$ cat src/rtl/mcoc_pkg.sv
// ----------------------------------------------------------------------------
// mcoc_pkg - shared definitions for the matrix chain order cost block
// Field widths, default sizes, sequencer states and control groups.
// ----------------------------------------------------------------------------
`default_nettype none

package mcoc_pkg;

   localparam int MAX_MATRICES_DEF = 32;
   localparam int COST_BITS_DEF    = 48;

   localparam int DIM_W        = 12;
   localparam int PROD_W       = 3 * DIM_W;
   localparam int MIN_COST_W   = 48;
   localparam int REQ_TDATA_W  = 16;
   localparam int RSP_TDATA_W  = 48;
   localparam int SHORT_CHAIN  = 3;

   typedef enum logic [2:0] {
      ST_LOAD,
      ST_CELL,
      ST_PROD,
      ST_RUN,
      ST_DRAIN,
      ST_FIN
   } state_type;

   typedef struct packed {
      logic start;
      logic issue;
      logic left_zero;
      logic right_zero;
   } mac_ctrl_type;

   typedef struct packed {
      logic load;
      logic zero;
      logic too_many;
   } result_type;

endpackage

`default_nettype wire

$ cat src/rtl/mcoc_mac.sv
// ----------------------------------------------------------------------------
// mcoc_mac - shared multiply-add-compare unit
// Forms d(i)*d(k)*d(j) + cost(i,k) + cost(k,j) with saturation and keeps the
// running minimum of the cell being filled. Two stages after the memory read.
// ----------------------------------------------------------------------------
`default_nettype none

module mcoc_mac #(
   parameter int COST_BITS = mcoc_pkg::COST_BITS_DEF
) (
   input  wire logic                         clock,
   input  wire logic                         reset,
   input  wire mcoc_pkg::mac_ctrl_type       ctrl,
   input  wire logic [mcoc_pkg::DIM_W-1:0]   dim_a,
   input  wire logic [mcoc_pkg::DIM_W-1:0]   dim_b,
   input  wire logic [COST_BITS-1:0]         cost_a,
   input  wire logic [COST_BITS-1:0]         cost_b,
   output logic                              busy,
   output logic [COST_BITS-1:0]              best
);

   localparam int PW    = mcoc_pkg::PROD_W;
   localparam int DD_W  = 2 * mcoc_pkg::DIM_W;
   localparam int SUM_W = ((COST_BITS > PW) ? COST_BITS : PW) + 2;
   localparam logic [COST_BITS-1:0] LIM = '1;

   logic                 v1_ff, v2_ff, have_ff;
   logic                 lz_ff, rz_ff;
   logic [DD_W-1:0]      didj_ff;
   logic [PW-1:0]        prod_ff, prod_in;
   logic [COST_BITS:0]   ab_ff, ab_in;
   logic [COST_BITS-1:0] best_ff;
   logic [SUM_W-1:0]     total;
   logic [COST_BITS-1:0] sat;
   logic                 take;

   always_comb begin
      prod_in = PW'(didj_ff) * PW'(dim_a);
      ab_in   = (lz_ff ? '0 : {1'b0, cost_a}) + (rz_ff ? '0 : {1'b0, cost_b});
      total   = SUM_W'(ab_ff) + SUM_W'(prod_ff);
      sat     = (total > SUM_W'(LIM)) ? LIM : total[COST_BITS-1:0];
      take    = v2_ff && (!have_ff || (sat < best_ff));
   end

   always_ff @(posedge clock) begin
      if (reset) begin
         v1_ff   <= 1'b0;
         v2_ff   <= 1'b0;
         have_ff <= 1'b0;
      end else begin
         v1_ff <= ctrl.issue;
         v2_ff <= v1_ff;
         if (ctrl.start) begin
            have_ff <= 1'b0;
         end else if (take) begin
            have_ff <= 1'b1;
         end
      end
   end

   always_ff @(posedge clock) begin
      lz_ff <= ctrl.left_zero;
      rz_ff <= ctrl.right_zero;
      if (ctrl.start) begin
         didj_ff <= DD_W'(dim_a) * DD_W'(dim_b);
      end
      if (v1_ff) begin
         prod_ff <= prod_in;
         ab_ff   <= ab_in;
      end
      if (take) begin
         best_ff <= sat;
      end
   end

   assign busy = v1_ff | v2_ff;
   assign best = best_ff;

endmodule

`default_nettype wire

$ cat config.mk
export PLATFORM = sky130hd
export DESIGN_NAME = mcoc_mac
export DESIGN_NICKNAME = d
export VERILOG_FILES = /design/src/rtl/mcoc_pkg.sv /design/src/rtl/mcoc_mac.sv
export SDC_FILE = /design/constraint.sdc
export NUM_CORES = 1
export LEC_CHECK = 0
export BUFFER_PORTS_ARGS = -buffer_cell sky130_fd_sc_hd__buf_2
export CAP_MARGIN = 5
export CORE_AREA = 10 10 210 212
export DETAILED_ROUTE_END_ITERATION = 6
export DIE_AREA = 0 0 220 222
export HOLD_SLACK_MARGIN = 0.06
export PLACE_DENSITY = 0.83
export SLEW_MARGIN = 10
export SYNTH_ARGS = -nofsm -noshare
export SYNTH_HDL_FRONTEND = slang
export SYNTH_SLANG_ARGS = --single-unit
$ cat constraint.sdc
create_clock -name clock -period 8.8 [get_ports clock]
set_clock_uncertainty 0.15 [all_clocks]
set_input_delay 1.76 -clock clock [delete_from_list [all_inputs] [get_ports clock]]
set_output_delay 1.76 -clock clock [all_outputs]
set_load 0.05 [all_outputs]
==> flow_summary.toml <==
[outcome]
outcome = "finished, violations left"
violations = "DRC"

[sta]
headroom_to_the_max_slew_limit_pct = 24.0
timing.final.setup_violations = 0
clock.fmax_mhz = 128
slew_viol_final = 0
setup_total_neg_slack_ns = 0
hold_viol_final = 0
post-route-min-period_ns = 7.78
post-route-period-util_pct = 88.4
grt_setup_unrepaired = "no"
worstMarginPinSlew_ns = 1.14

[logic_synthesis]
synth_top_cell_area_share_pct = 25.5
yosys_warnings = 0
netlist.top_cell.by_area = "sky130_fd_sc_hd__fa_1"
number_of_enable_flip_flop_cells_after_synthesis = 157
number_of_register_bits_inferred_by_synthesis = 162
postSynth.asyncResetShare_pct = 0
ys_top_cells_by_area = "sky130_fd_sc_hd__fa_1 (26%), sky130_fd_sc_hd__edfxtp_1 (19%), sky130_fd_sc_hd__ha_1 (13%), sky130_fd_sc_hd__inv_1 (5.9%), sky130_fd_sc_hd__nand2_1 (5.2%)"
syn_area_um2 = 25300
syn_inst = 2760
synth_cell_type_count = 81
part_of_the_yosys_area_used_for_sequential_elements_pct = 19.1
synth.avg_cell_area_um2 = 9.15
postSynthNetCount = 3475
synthFlopType = "sky130_fd_sc_hd__edfxtp_1"

[final_layout]
net_count_of_the_finished_layout = 3560
filler_cell_count = 2995
post_route_cells_drive_above_1_share_pct = 10.0
post-route-util_pct = 67.9
area_growth_syn_to_layout_pct = 6.66
fin_cells = 3383
insertedDiodeCount = 0

[global_routing]
pin_count_of_the_biggest_net_entering_global_routing = 88
global_route.usage.total_pct = 26.1
antenna_violations_before_repair = 0
grt_first_pass_wirelength_mm = 105
grt_pass1_vias = 21500
grt-ovfl-total = 0

[die]
die-width_um = 220
design.core.area_um2 = 39600
pin_count = 175
dieHeight_um = 222
die_area_um2 = 48800
initial_utilization_pct = 63.7
placementRows = 73

[route]
remaining_drc_errors = 1
drt-vias-per-instance = 5.87
drt_first_pass_iters = 7
wl_mm = 63.0
drt_iter0_drc = 1374
avgRoutedWirePerCell_um = 18.6
postRouteAntennaNets = 0
via_count = 19900

[place]
place.gp.congestion = 0.916
placement.io_buffers = 174
hpwlAfterDp_mm = 50.9
placedCellCount = 3351

[critical_path]
cp_slowest_stage_delay_ns = 0.57
worst_r2r_endpoint = "best[14]"
crit_top_cell = "sky130_fd_sc_hd__fa_1"
worstReg2RegStart = "ab_ff[0]"
worstSetupStartpointType = "input pin"
reg2reg_setup_slack_ns = 1.41
critPathMaxFanout = 36
reg2regPathDepth = 24
critical_path_class = "in -> reg"
cp.required_ns = 8.84
worst-endpoint-arrival_ns = 7.82
crit_path_end_kind = "flip-flop"
crit_path_cell_trace = "buf_2, nand2_1, fa_1, inv_1, fa_1, fa_1, fa_1, fa_1, ha_1, and3_1, a221oi_1, a211o_1, o21ai_1, a221o_1, a211oi_1, o31ai_1, a21oi_1, xnor2_1"
critical-path-slowest-cell = "sky130_fd_sc_hd__buf_2"

[clock_tree]
cts_tree = "built"
cts.sink_count = 162
ctsHoldBuffers = 0
cts.repair_timing.setup_buffer_count = 0
cts.reportedPaths.clkPinSlew_ns = 0.07
post_cts.resized_instances = 0
clk-insertion-delay-late_ns = 0.44
clock_path_buffers = 2
ctsRootBufferMaster = "sky130_fd_sc_hd__clkbuf_16"
cts_max_level = 4
cts_buffers = 17

[run]
number_of_max_cap_violations = 0

[hold_path]
worst_hold_path_stage_count = 2
hold_end = "have_ff"
hold_path_class = "reg -> reg"
hold_path_startpoint = "v2_ff"
==> sequential cells by signal, indices dropped and copies added, names as in the netlist, 24 cells and up <==
signal and cells:
prod_ff 36, didj_ff 24, best 48, ab_ff 49
==> cell usage in the layout (no fill, tap or decap), types with 9 or more instances in the layout <==
cell                        instances
sky130_fd_sc_hd__nand3_1           35
sky130_fd_sc_hd__a211oi_1          16
sky130_fd_sc_hd__edfxtp_1         157
sky130_fd_sc_hd__inv_1            398
sky130_fd_sc_hd__nand4_1           27
sky130_fd_sc_hd__nor2b_1          117
sky130_fd_sc_hd__ha_1             267
sky130_fd_sc_hd__and2_1           164
sky130_fd_sc_hd__nand2_2           40
sky130_fd_sc_hd__a21oi_1          121
sky130_fd_sc_hd__o211ai_1          12
sky130_fd_sc_hd__xor2_1            44
sky130_fd_sc_hd__o21a_1            22
sky130_fd_sc_hd__buf_4             13
sky130_fd_sc_hd__or3_1             10
sky130_fd_sc_hd__xnor2_1           79
sky130_fd_sc_hd__a21o_1            63
sky130_fd_sc_hd__o21ai_0           76
sky130_fd_sc_hd__a31oi_1            9
sky130_fd_sc_hd__fa_1             322
sky130_fd_sc_hd__clkbuf_16         17
sky130_fd_sc_hd__o21bai_1          14
sky130_fd_sc_hd__buf_2            174
sky130_fd_sc_hd__nor2_1           106
sky130_fd_sc_hd__nand2b_1          19
sky130_fd_sc_hd__and3_1            15
sky130_fd_sc_hd__nor3_1            30
sky130_fd_sc_hd__o31ai_1           10
sky130_fd_sc_hd__nand2_1          352
==> cell type report <==
cell class | instances | area, um^2 | area share, %
sequential | 162 | 4820 | 17.9
timing repair buffer | 187 | 968 | 3.60
clock inverter | 15 | 169 | 0.627
tap | 525 | 657 | 2.44
clock buffer | 17 | 425 | 1.58
inverter | 398 | 1490 | 5.55
multi-input combinational | 2079 | 18400 | 68.3
==> critical path: cells and delay by family <==
| family | cells | cell delay (ns) |
|---|---|---|
| buffers and inverters | 2 | 0.63 |
| adder cells (fa/ha/maj) | 6 | 2.85 |
| XOR/XNOR | 1 | 0.08 |
| AO/OA/AOI/OAI | 7 | 2.09 |
| AND/OR/NAND/NOR | 2 | 0.40 |
==> kinds of logic (layout without fill, tap and decap cells) <==
kind of cell	Yosys count	in the layout	synth area share [%]
buf+inv	519	617	8.11
flops	162	162	19.1
fa+ha+maj	589	589	38.8
simple gates	947	947	18.8
xor+xnor	123	123	4.27
compound gates	419	419	11.0
mux	1	1	0.0396
==> metal layers <==
metal  share of wire (%)  global-route usage, %  vias to the layer above
li1                    -                      -                     9182
met4                 2.2                   7.66                        0
met2                  52                   47.0                      857
met1                  39                   31.5                     9694
met5                   0                      0                        -
met3                 6.9                   3.51                      122
==> worst max-delay path by stage <==
| stage | from | endpoint |
|---|---|---|
| finish | dim_a[3] | prod_ff[35] |
| global placement | dim_a[3] | prod_ff[35] |
| floorplan | dim_a[11] | prod_ff[35] |
| global route | dim_a[3] | prod_ff[35] |
| detailed placement | dim_a[3] | prod_ff[35] |
| CTS | dim_a[3] | prod_ff[35] |
==> through the flow <==
stage / area, um^2 / worst slack [ns] / hold WS, ns
floorplan: 25300 / 1.31 / 0.310
global placement: 26300 / 0.922 / 0.342
detailed placement: 26300 / 0.755 / 0.345
CTS: 26900 / 1.15 / 0.362
global route: 26900 / 0.796 / 0.400
finish: 26900 / 1.02 / 0.369
==> synthesized netlist by cell type, types with 4 or more instances <==
library cell and instances:
sky130_fd_sc_hd__inv_1 398, sky130_fd_sc_hd__nand2_1 352, sky130_fd_sc_hd__fa_1 322, sky130_fd_sc_hd__ha_1 267, sky130_fd_sc_hd__and2_1 164, sky130_fd_sc_hd__edfxtp_1 157, sky130_fd_sc_hd__a21oi_1 122, sky130_fd_sc_hd__nor2b_1 117
sky130_fd_sc_hd__clkbuf_1 111, sky130_fd_sc_hd__nor2_1 106, sky130_fd_sc_hd__xnor2_1 79, sky130_fd_sc_hd__o21ai_0 76, sky130_fd_sc_hd__a21o_1 63, sky130_fd_sc_hd__xor2_1 44, sky130_fd_sc_hd__nand2_2 40, sky130_fd_sc_hd__nand3_1 35
sky130_fd_sc_hd__nor3_1 30, sky130_fd_sc_hd__nand4_1 27, sky130_fd_sc_hd__o21a_1 22, sky130_fd_sc_hd__nand2b_1 19, sky130_fd_sc_hd__a211oi_1 16, sky130_fd_sc_hd__and3_1 15, sky130_fd_sc_hd__o21bai_1 14, sky130_fd_sc_hd__o211ai_1 12
sky130_fd_sc_hd__o31ai_1 10, sky130_fd_sc_hd__or3_1 10, sky130_fd_sc_hd__a31oi_1 9, sky130_fd_sc_hd__a211o_1 6, sky130_fd_sc_hd__a21boi_0 6, sky130_fd_sc_hd__o31a_1 6, sky130_fd_sc_hd__or2_2 6, sky130_fd_sc_hd__a2111oi_0 5
sky130_fd_sc_hd__buf_12 5, sky130_fd_sc_hd__dfxtp_1 5, sky130_fd_sc_hd__nor4_1 5, sky130_fd_sc_hd__a221oi_1 4, sky130_fd_sc_hd__a311oi_1 4, sky130_fd_sc_hd__nand3b_1 4, sky130_fd_sc_hd__or4_1 4
Power is left out: the tool's default activity adds up to more than one toggle a clock period on the data nets, which glitch-free logic cannot reach.
