--- src/rtl/mcoc_pkg.sv ---
// ----------------------------------------------------------------------------
// mcoc_pkg - shared definitions for the matrix chain order cost block
// Field widths, default sizes, sequencer states and control groups.
// ----------------------------------------------------------------------------
`default_nettype none

package mcoc_pkg;

   localparam int MAX_MATRICES_DEF = 32;
   localparam int COST_BITS_DEF    = 48;

   localparam int DIM_W        = 12;
   localparam int PROD_W       = 3 * DIM_W;
   localparam int MIN_COST_W   = 48;
   localparam int REQ_TDATA_W  = 16;
   localparam int RSP_TDATA_W  = 48;
   localparam int SHORT_CHAIN  = 3;

   typedef enum logic [2:0] {
      ST_LOAD,
      ST_CELL,
      ST_PROD,
      ST_RUN,
      ST_DRAIN,
      ST_FIN
   } state_type;

   typedef struct packed {
      logic start;
      logic issue;
      logic left_zero;
      logic right_zero;
   } mac_ctrl_type;

   typedef struct packed {
      logic load;
      logic zero;
      logic too_many;
   } result_type;

endpackage

`default_nettype wire

--- src/rtl/mcoc_seq.sv ---
// ----------------------------------------------------------------------------
// mcoc_seq - load and table-fill sequencer
// Collects dimensions, then walks the cost table diagonal by diagonal and
// issues one split point per cycle to the shared unit while filling a cell.
// ----------------------------------------------------------------------------
`default_nettype none

module mcoc_seq #(
   parameter  int MAX_MATRICES = mcoc_pkg::MAX_MATRICES_DEF,
   localparam int DEPTH        = MAX_MATRICES + 1,
   localparam int IDX_W        = $clog2(DEPTH),
   localparam int CNT_W        = $clog2(DEPTH + 1),
   localparam int CA_W         = $clog2(DEPTH * DEPTH)
) (
   input  wire logic                   clock,
   input  wire logic                   reset,
   input  wire logic                   req_tvalid,
   input  wire logic                   req_tlast,
   output logic                        req_tready,
   input  wire logic                   mac_busy,
   input  wire logic                   out_free,
   output logic                        dim_we,
   output logic [IDX_W-1:0]            dim_waddr,
   output logic [IDX_W-1:0]            dim_raddr_a,
   output logic [IDX_W-1:0]            dim_raddr_b,
   output logic [CA_W-1:0]             cost_raddr_a,
   output logic [CA_W-1:0]             cost_raddr_b,
   output logic                        cost_we,
   output logic [CA_W-1:0]             cost_waddr,
   output mcoc_pkg::mac_ctrl_type      mac_ctrl,
   output mcoc_pkg::result_type        result
);

   mcoc_pkg::state_type state_ff, state_in;
   logic [CNT_W-1:0] cnt_ff, cnt_in, cnt_new;
   logic             ovf_ff, ovf_in;
   logic             short_ff, short_in;
   logic [IDX_W-1:0] n_ff, n_in, len_ff, len_in;
   logic [IDX_W-1:0] i_ff, i_in, j_ff, j_in, k_ff, k_in;
   logic [CA_W-1:0]  rowi_ff, rowi_in, rowk_ff, rowk_in;
   logic             accept, has_room;

   always_ff @(posedge clock) begin
      if (reset) begin
         state_ff <= mcoc_pkg::ST_LOAD;
         cnt_ff   <= '0;
         ovf_ff   <= 1'b0;
      end else begin
         state_ff <= state_in;
         cnt_ff   <= cnt_in;
         ovf_ff   <= ovf_in;
      end
   end

   always_ff @(posedge clock) begin
      short_ff <= short_in;
      n_ff     <= n_in;
      len_ff   <= len_in;
      i_ff     <= i_in;
      j_ff     <= j_in;
      k_ff     <= k_in;
      rowi_ff  <= rowi_in;
      rowk_ff  <= rowk_in;
   end

   always_comb begin
      state_in = state_ff;
      cnt_in   = cnt_ff;
      ovf_in   = ovf_ff;
      short_in = short_ff;
      n_in     = n_ff;
      len_in   = len_ff;
      i_in     = i_ff;
      j_in     = j_ff;
      k_in     = k_ff;
      rowi_in  = rowi_ff;
      rowk_in  = rowk_ff;

      req_tready   = 1'b0;
      accept       = 1'b0;
      has_room     = cnt_ff < CNT_W'(DEPTH);
      cnt_new      = cnt_ff + CNT_W'(has_room);
      dim_we       = 1'b0;
      dim_waddr    = cnt_ff[IDX_W-1:0];
      dim_raddr_a  = i_ff;
      dim_raddr_b  = j_ff;
      cost_raddr_a = rowi_ff + CA_W'(k_ff);
      cost_raddr_b = rowk_ff + CA_W'(j_ff);
      cost_we      = 1'b0;
      cost_waddr   = rowi_ff + CA_W'(j_ff);
      mac_ctrl     = '0;
      result       = '0;

      unique case (state_ff)
         mcoc_pkg::ST_LOAD: begin
            req_tready = 1'b1;
            accept     = req_tvalid;
            if (accept) begin
               dim_we = has_room;
               cnt_in = cnt_new;
               ovf_in = ovf_ff | !has_room;
               if (req_tlast) begin
                  n_in    = IDX_W'(cnt_new - CNT_W'(1));
                  len_in  = IDX_W'(2);
                  i_in    = '0;
                  j_in    = IDX_W'(2);
                  rowi_in = '0;
                  if (cnt_new < CNT_W'(mcoc_pkg::SHORT_CHAIN)) begin
                     short_in = 1'b1;
                     state_in = mcoc_pkg::ST_FIN;
                  end else begin
                     short_in = 1'b0;
                     state_in = mcoc_pkg::ST_CELL;
                  end
               end
            end
         end
         mcoc_pkg::ST_CELL: begin
            // fetch d(i) and d(j) for the new cell
            state_in = mcoc_pkg::ST_PROD;
         end
         mcoc_pkg::ST_PROD: begin
            mac_ctrl.start = 1'b1;
            k_in     = i_ff + IDX_W'(1);
            rowk_in  = rowi_ff + CA_W'(DEPTH);
            state_in = mcoc_pkg::ST_RUN;
         end
         mcoc_pkg::ST_RUN: begin
            dim_raddr_a         = k_ff;
            mac_ctrl.issue      = 1'b1;
            // single-matrix intervals cost nothing and are never stored
            mac_ctrl.left_zero  = (k_ff == i_ff + IDX_W'(1));
            mac_ctrl.right_zero = (k_ff == j_ff - IDX_W'(1));
            if (mac_ctrl.right_zero) begin
               state_in = mcoc_pkg::ST_DRAIN;
            end else begin
               k_in    = k_ff + IDX_W'(1);
               rowk_in = rowk_ff + CA_W'(DEPTH);
            end
         end
         mcoc_pkg::ST_DRAIN: begin
            if (!mac_busy) begin
               cost_we = 1'b1;
               if (j_ff == n_ff) begin
                  if (len_ff == n_ff) begin
                     state_in = mcoc_pkg::ST_FIN;
                  end else begin
                     len_in   = len_ff + IDX_W'(1);
                     i_in     = '0;
                     j_in     = len_ff + IDX_W'(1);
                     rowi_in  = '0;
                     state_in = mcoc_pkg::ST_CELL;
                  end
               end else begin
                  i_in     = i_ff + IDX_W'(1);
                  j_in     = j_ff + IDX_W'(1);
                  rowi_in  = rowi_ff + CA_W'(DEPTH);
                  state_in = mcoc_pkg::ST_CELL;
               end
            end
         end
         mcoc_pkg::ST_FIN: begin
            // hold until the output register can take the result
            if (out_free) begin
               result.load     = 1'b1;
               result.zero     = short_ff;
               result.too_many = ovf_ff;
               cnt_in          = '0;
               ovf_in          = 1'b0;
               state_in        = mcoc_pkg::ST_LOAD;
            end
         end
         default: begin
            state_in = mcoc_pkg::ST_LOAD;
         end
      endcase
   end

endmodule

`default_nettype wire

--- config.mk ---
export PLATFORM = sky130hd
export DESIGN_NAME = mcoc_seq
export DESIGN_NICKNAME = d
export VERILOG_FILES = /design/src/rtl/mcoc_pkg.sv /design/src/rtl/mcoc_seq.sv
export SDC_FILE = /design/constraint.sdc
export NUM_CORES = 1
export LEC_CHECK = 0
export ABC_AREA = 0
export BUFFER_PORTS_ARGS = -buffer_cell sky130_fd_sc_hd__clkbuf_2
export CORE_UTILIZATION = 40
export DETAILED_ROUTE_END_ITERATION = 10
export GPL_ROUTABILITY_DRIVEN = 1
export GPL_TIMING_DRIVEN = 0
export PLACE_DENSITY_LB_ADDON = 0.05
export SETUP_SLACK_MARGIN = 0.3
export SYNTH_ARGS = -nofsm -noshare
export SYNTH_HDL_FRONTEND = slang
export SYNTH_SLANG_ARGS = --single-unit
export TNS_END_PERCENT = 30
--- constraint.sdc ---
create_clock -name clock -period 6.68 [get_ports clock]
set_input_delay 1.336 -clock clock [delete_from_list [all_inputs] [get_ports clock]]
set_output_delay 1.336 -clock clock [all_outputs]
set_load 0.05 [all_outputs]
==> flow_metrics.py <==
metrics = {
    "floorplanning": {
        "die_x_um": 113,
        "coreArea_um2": 12100,
        "die_y_um": 113,
        "start_util": 0.411,
        "fp-row-count": 40,
        "die-area_um2": 12800,
        "ioPinCount": 67,
    },
    "cts": {
        "cts_buffers": 9,
        "cts_resized": 0,
        "postCtsHoldBufs": 0,
        "clk-insertion-delay-late_ns": 0.33,
        "h-tree-depth": 3,
        "cts_num_sinks": 63,
        "postCtsSetupBuffers": 0,
        "max-clock-path-buffers": 2,
        "cts.clk_slew.worst_paths_ns": 0.05,
        "root_buffer": "clkbuf_16",
        "cts_tree": "yes",
    },
    "logic_synthesis": {
        "dominantRegCellSynth": "edfxtp_1",
        "synth_seq_cells": 63,
        "seq_area_frac_synth": 0.361,
        "synth_edf_count": 53,
        "synth.distinct_cells": 51,
        "async_flop_share": 0,
        "syn_area_per_cell_um2": 9.13,
        "synthAdderAreaFrac": 0.0853,
        "netlist_instances": 543,
        "synth-simple-area-share": 0.218,
        "netlist_area_um2": 4960,
        "synthXorXnorAreaFrac": 0.138,
        "ys_warn_count": 0,
        "synthMuxAreaShare": 0.0341,
        "synthesis.nets": 581,
        "synth_compound_area_frac": 0.120,
        "synth_top_family_by_area": "simple AND/OR/NAND/NOR gates",
    },
    "timing": {
        "worst_slew_pin_slew_ns": 0.923,
        "tns_ns": 0,
        "slew_headroom": 0.380,
        "finalHoldViolations": 0,
        "whs_ns": 0.515,
        "rsz0062_at_grt": "no",
        "fmax_mhz": 224,
        "finalSetupViolCount": 0,
        "final.period_utilization": 0.668,
        "finClkSkew_ns": 0.00627,
        "layout_min_cycle_time_ns": 4.46,
        "drv_slew": 0,
    },
    "job": {
        "cap_violations": 0,
    },
    "pwr": {
        "max-vdd-ir-drop_v": 0.000222,
        "cellLeakagePower_uw": 0.00227,
        "p_total_uw": 2850,
        "power.density_nw_per_um2": 490,
    },
    "min_path": {
        "hold_path.class": "reg2reg",
        "min-delay-start": "dim_waddr[0]",
        "min_to": "dim_waddr[0]",
        "worstHoldPathCells": 2,
    },
    "finish": {
        "fin_cells": 794,
        "fin_nets": 659,
        "area_delta_synth_final_pct": 17.2,
        "n_antenna_cell": 0,
        "drive_above_1_share": 0.161,
        "design_area_um2": 5810,
        "fillers": 1185,
    },
    "critical_path": {
        "r2r_end": "len_ff[0]",
        "cp.arrival_ns": 3.13,
        "end_kind": "output pin",
        "cp.required_ns": 5.34,
        "worstRegToRegCells": 7,
        "crit_type": "reg2out",
        "r2r_slack_ns": 3.40,
        "path_max_fanout": 10,
        "r2r-start": "dim_raddr_b[3]",
        "cp-start-kind": "flip-flop",
        "worstSetupStartpoint": "dim_raddr_b[0]",
    },
    "placed_design": {
        "routabilityCongestion": 0.886,
        "dp.cells": 778,
        "port_buffers": 65,
        "dpl.hpwl_mm": 9.90,
        "place_area_um2": 5530,
    },
    "detailed_routing": {
        "drc": 0,
        "vias_per_cell": 5.34,
        "routed_wl_mm": 13.0,
        "highest_layer": "met4",
        "route.met3.wl_um": 448,
        "dr.pass1.iters": 4,
        "routedLengthMet1_mm": 6.35,
        "via_count": 4242,
        "dr_wl_met2_mm": 6.06,
        "drtAntennaViolNets": 0,
        "wl_per_cell_um": 16.4,
        "first_iter_violations": 240,
    },
    "grt": {
        "grt_usage": 0.212,
        "antenna_found_initial": 0,
        "grt_pass1_wl_mm": 20.9,
        "grt_overflow_total": 0,
        "grt_pass1_vias": 4082,
        "grt_start_max_net_pins": 16,
    },
    "status": {
        "status": "completed",
    },
}
==> registers in the layout, summed over array words and instances (netlist names) <==
register     flops
dim_raddr_b      6
dim_waddr        6
i_ff             6
k_ff             6
len_ff           6
n_ff             6
ovf_ff           1
rowi_ff         11
rowk_ff         11
short_ff         1
state_ff         3
==> placed cells by master, fill, tap and decap left out, types with 3 or more instances in the layout <==
| cell type | instances |
|---|---|
| clkbuf_2 | 66 |
| nor2_1 | 59 |
| edfxtp_1 | 53 |
| xnor2_1 | 45 |
| xor2_1 | 33 |
| nand3_1 | 32 |
| ha_1 | 29 |
| inv_1 | 27 |
| a21oi_1 | 26 |
| nand2_1 | 25 |
| o21ai_0 | 23 |
| clkbuf_1 | 21 |
| nor3b_1 | 16 |
| nor3_1 | 15 |
| dfxtp_1 | 10 |
| o211ai_1 | 9 |
| mux2i_1 | 9 |
| clkbuf_16 | 9 |
| and2_1 | 8 |
| and3_1 | 8 |
| a211oi_1 | 8 |
| mux2_2 | 7 |
| or3_1 | 6 |
| nor2b_1 | 6 |
| or4b_2 | 6 |
| or4_1 | 6 |
| buf_1 | 5 |
| clkinv_1 | 5 |
| a2bb2oi_1 | 4 |
| nand2b_1 | 4 |
| a21boi_0 | 4 |
| a311oi_1 | 3 |
| o2111ai_1 | 3 |
| nor4_1 | 3 |
| fa_1 | 3 |
==> cell families (layout without fill, tap and decap cells) <==
kind of cell | after synthesis | count (layout)
AOI/OAI and AO/OA | 93 | 93
xor gates and xnor gates | 78 | 78
adders and majority gates | 32 | 32
buffers and inverters | 56 | 139
DFF | 63 | 63
muxes | 16 | 16
and+or+nand+nor | 205 | 205
==> stage by stage <==
stage	util	worst slack, ns
floorplan	-	2.41
global placement	0.456	2.37
detailed placement	0.459	2.58
CTS	0.482	2.19
global route	0.482	1.97
finish	0.482	2.22
==> critical path, cell delays in order (launching register included) <==
cell and delay [ns]:
edfxtp_1 0.59, ha_1 0.31, inv_1 0.07, fa_1 0.20
nor2b_1 0.06, o21ai_0 0.22, a21boi_0 0.28, or4b_2 0.66
nand3_1 0.12, clkbuf_2 0.28
==> synth_stat cells, types with 3 or more instances <==
| cell | instances | area share |
|---|---|---|
| a211oi_1 | 8 | 0.012 |
| a21boi_0 | 4 | 0.0061 |
| a21oi_1 | 28 | 0.028 |
| a2bb2oi_1 | 4 | 0.0071 |
| a311oi_1 | 3 | 0.0053 |
| and2_1 | 8 | 0.010 |
| and3_1 | 8 | 0.010 |
| buf_1 | 5 | 0.0038 |
| clkbuf_1 | 20 | 0.015 |
| dfxtp_1 | 10 | 0.040 |
| edfxtp_1 | 53 | 0.32 |
| fa_1 | 3 | 0.012 |
| ha_1 | 29 | 0.073 |
| inv_1 | 27 | 0.020 |
| mux2_2 | 7 | 0.016 |
| mux2i_1 | 9 | 0.018 |
| nand2_1 | 25 | 0.019 |
| nand2b_1 | 4 | 0.0050 |
| nand3_1 | 32 | 0.032 |
| nor2_1 | 59 | 0.045 |
| nor2b_1 | 6 | 0.0076 |
| nor3_1 | 15 | 0.015 |
| nor3b_1 | 16 | 0.024 |
| nor4_1 | 3 | 0.0038 |
| o2111ai_1 | 3 | 0.0053 |
| o211ai_1 | 9 | 0.014 |
| o21ai_0 | 23 | 0.023 |
| or3_1 | 6 | 0.0076 |
| or4_1 | 6 | 0.0091 |
| or4b_2 | 6 | 0.012 |
| xnor2_1 | 45 | 0.079 |
| xor2_1 | 33 | 0.058 |
==> cell type report <==
class,instances,area [um2],share of cell area
inverter,29,109,0.0187
sequential,63,1790,0.308
clock buffer,10,229,0.0394
buffer,27,110,0.0189
tap,168,210,0.0362
multi-input combinational,424,2960,0.509
timing repair buffer,67,355,0.0611
clock inverter,6,51.3,0.00882
==> worst max path at each step <==
stage	slack [ns]	to
after global placement	2.37	i_ff[1]
final	2.22	cost_waddr[10]
after global routing	1.97	cost_waddr[10]
after CTS	2.19	cost_waddr[10]
after floorplan	2.41	mac_ctrl[1]
after detailed placement	2.58	cost_waddr[10]
==> per-layer routing <==
metal | global-route usage | up-vias
met3 | 0.0471 | 10
met5 | 0 | -
met1 | 0.278 | 2033
met4 | 0.0640 | 0
met2 | 0.350 | 91
li1 | - | 2108
==> where the power goes <==
group	internal (uW)	switching, uW	leakage, uW	total (uW)
Clock	283	166	0.000139	450
Sequential	572	122	0.000576	694
Combinational	503	1200	0.00155	1710
Power figures use the tool's default switching activity.
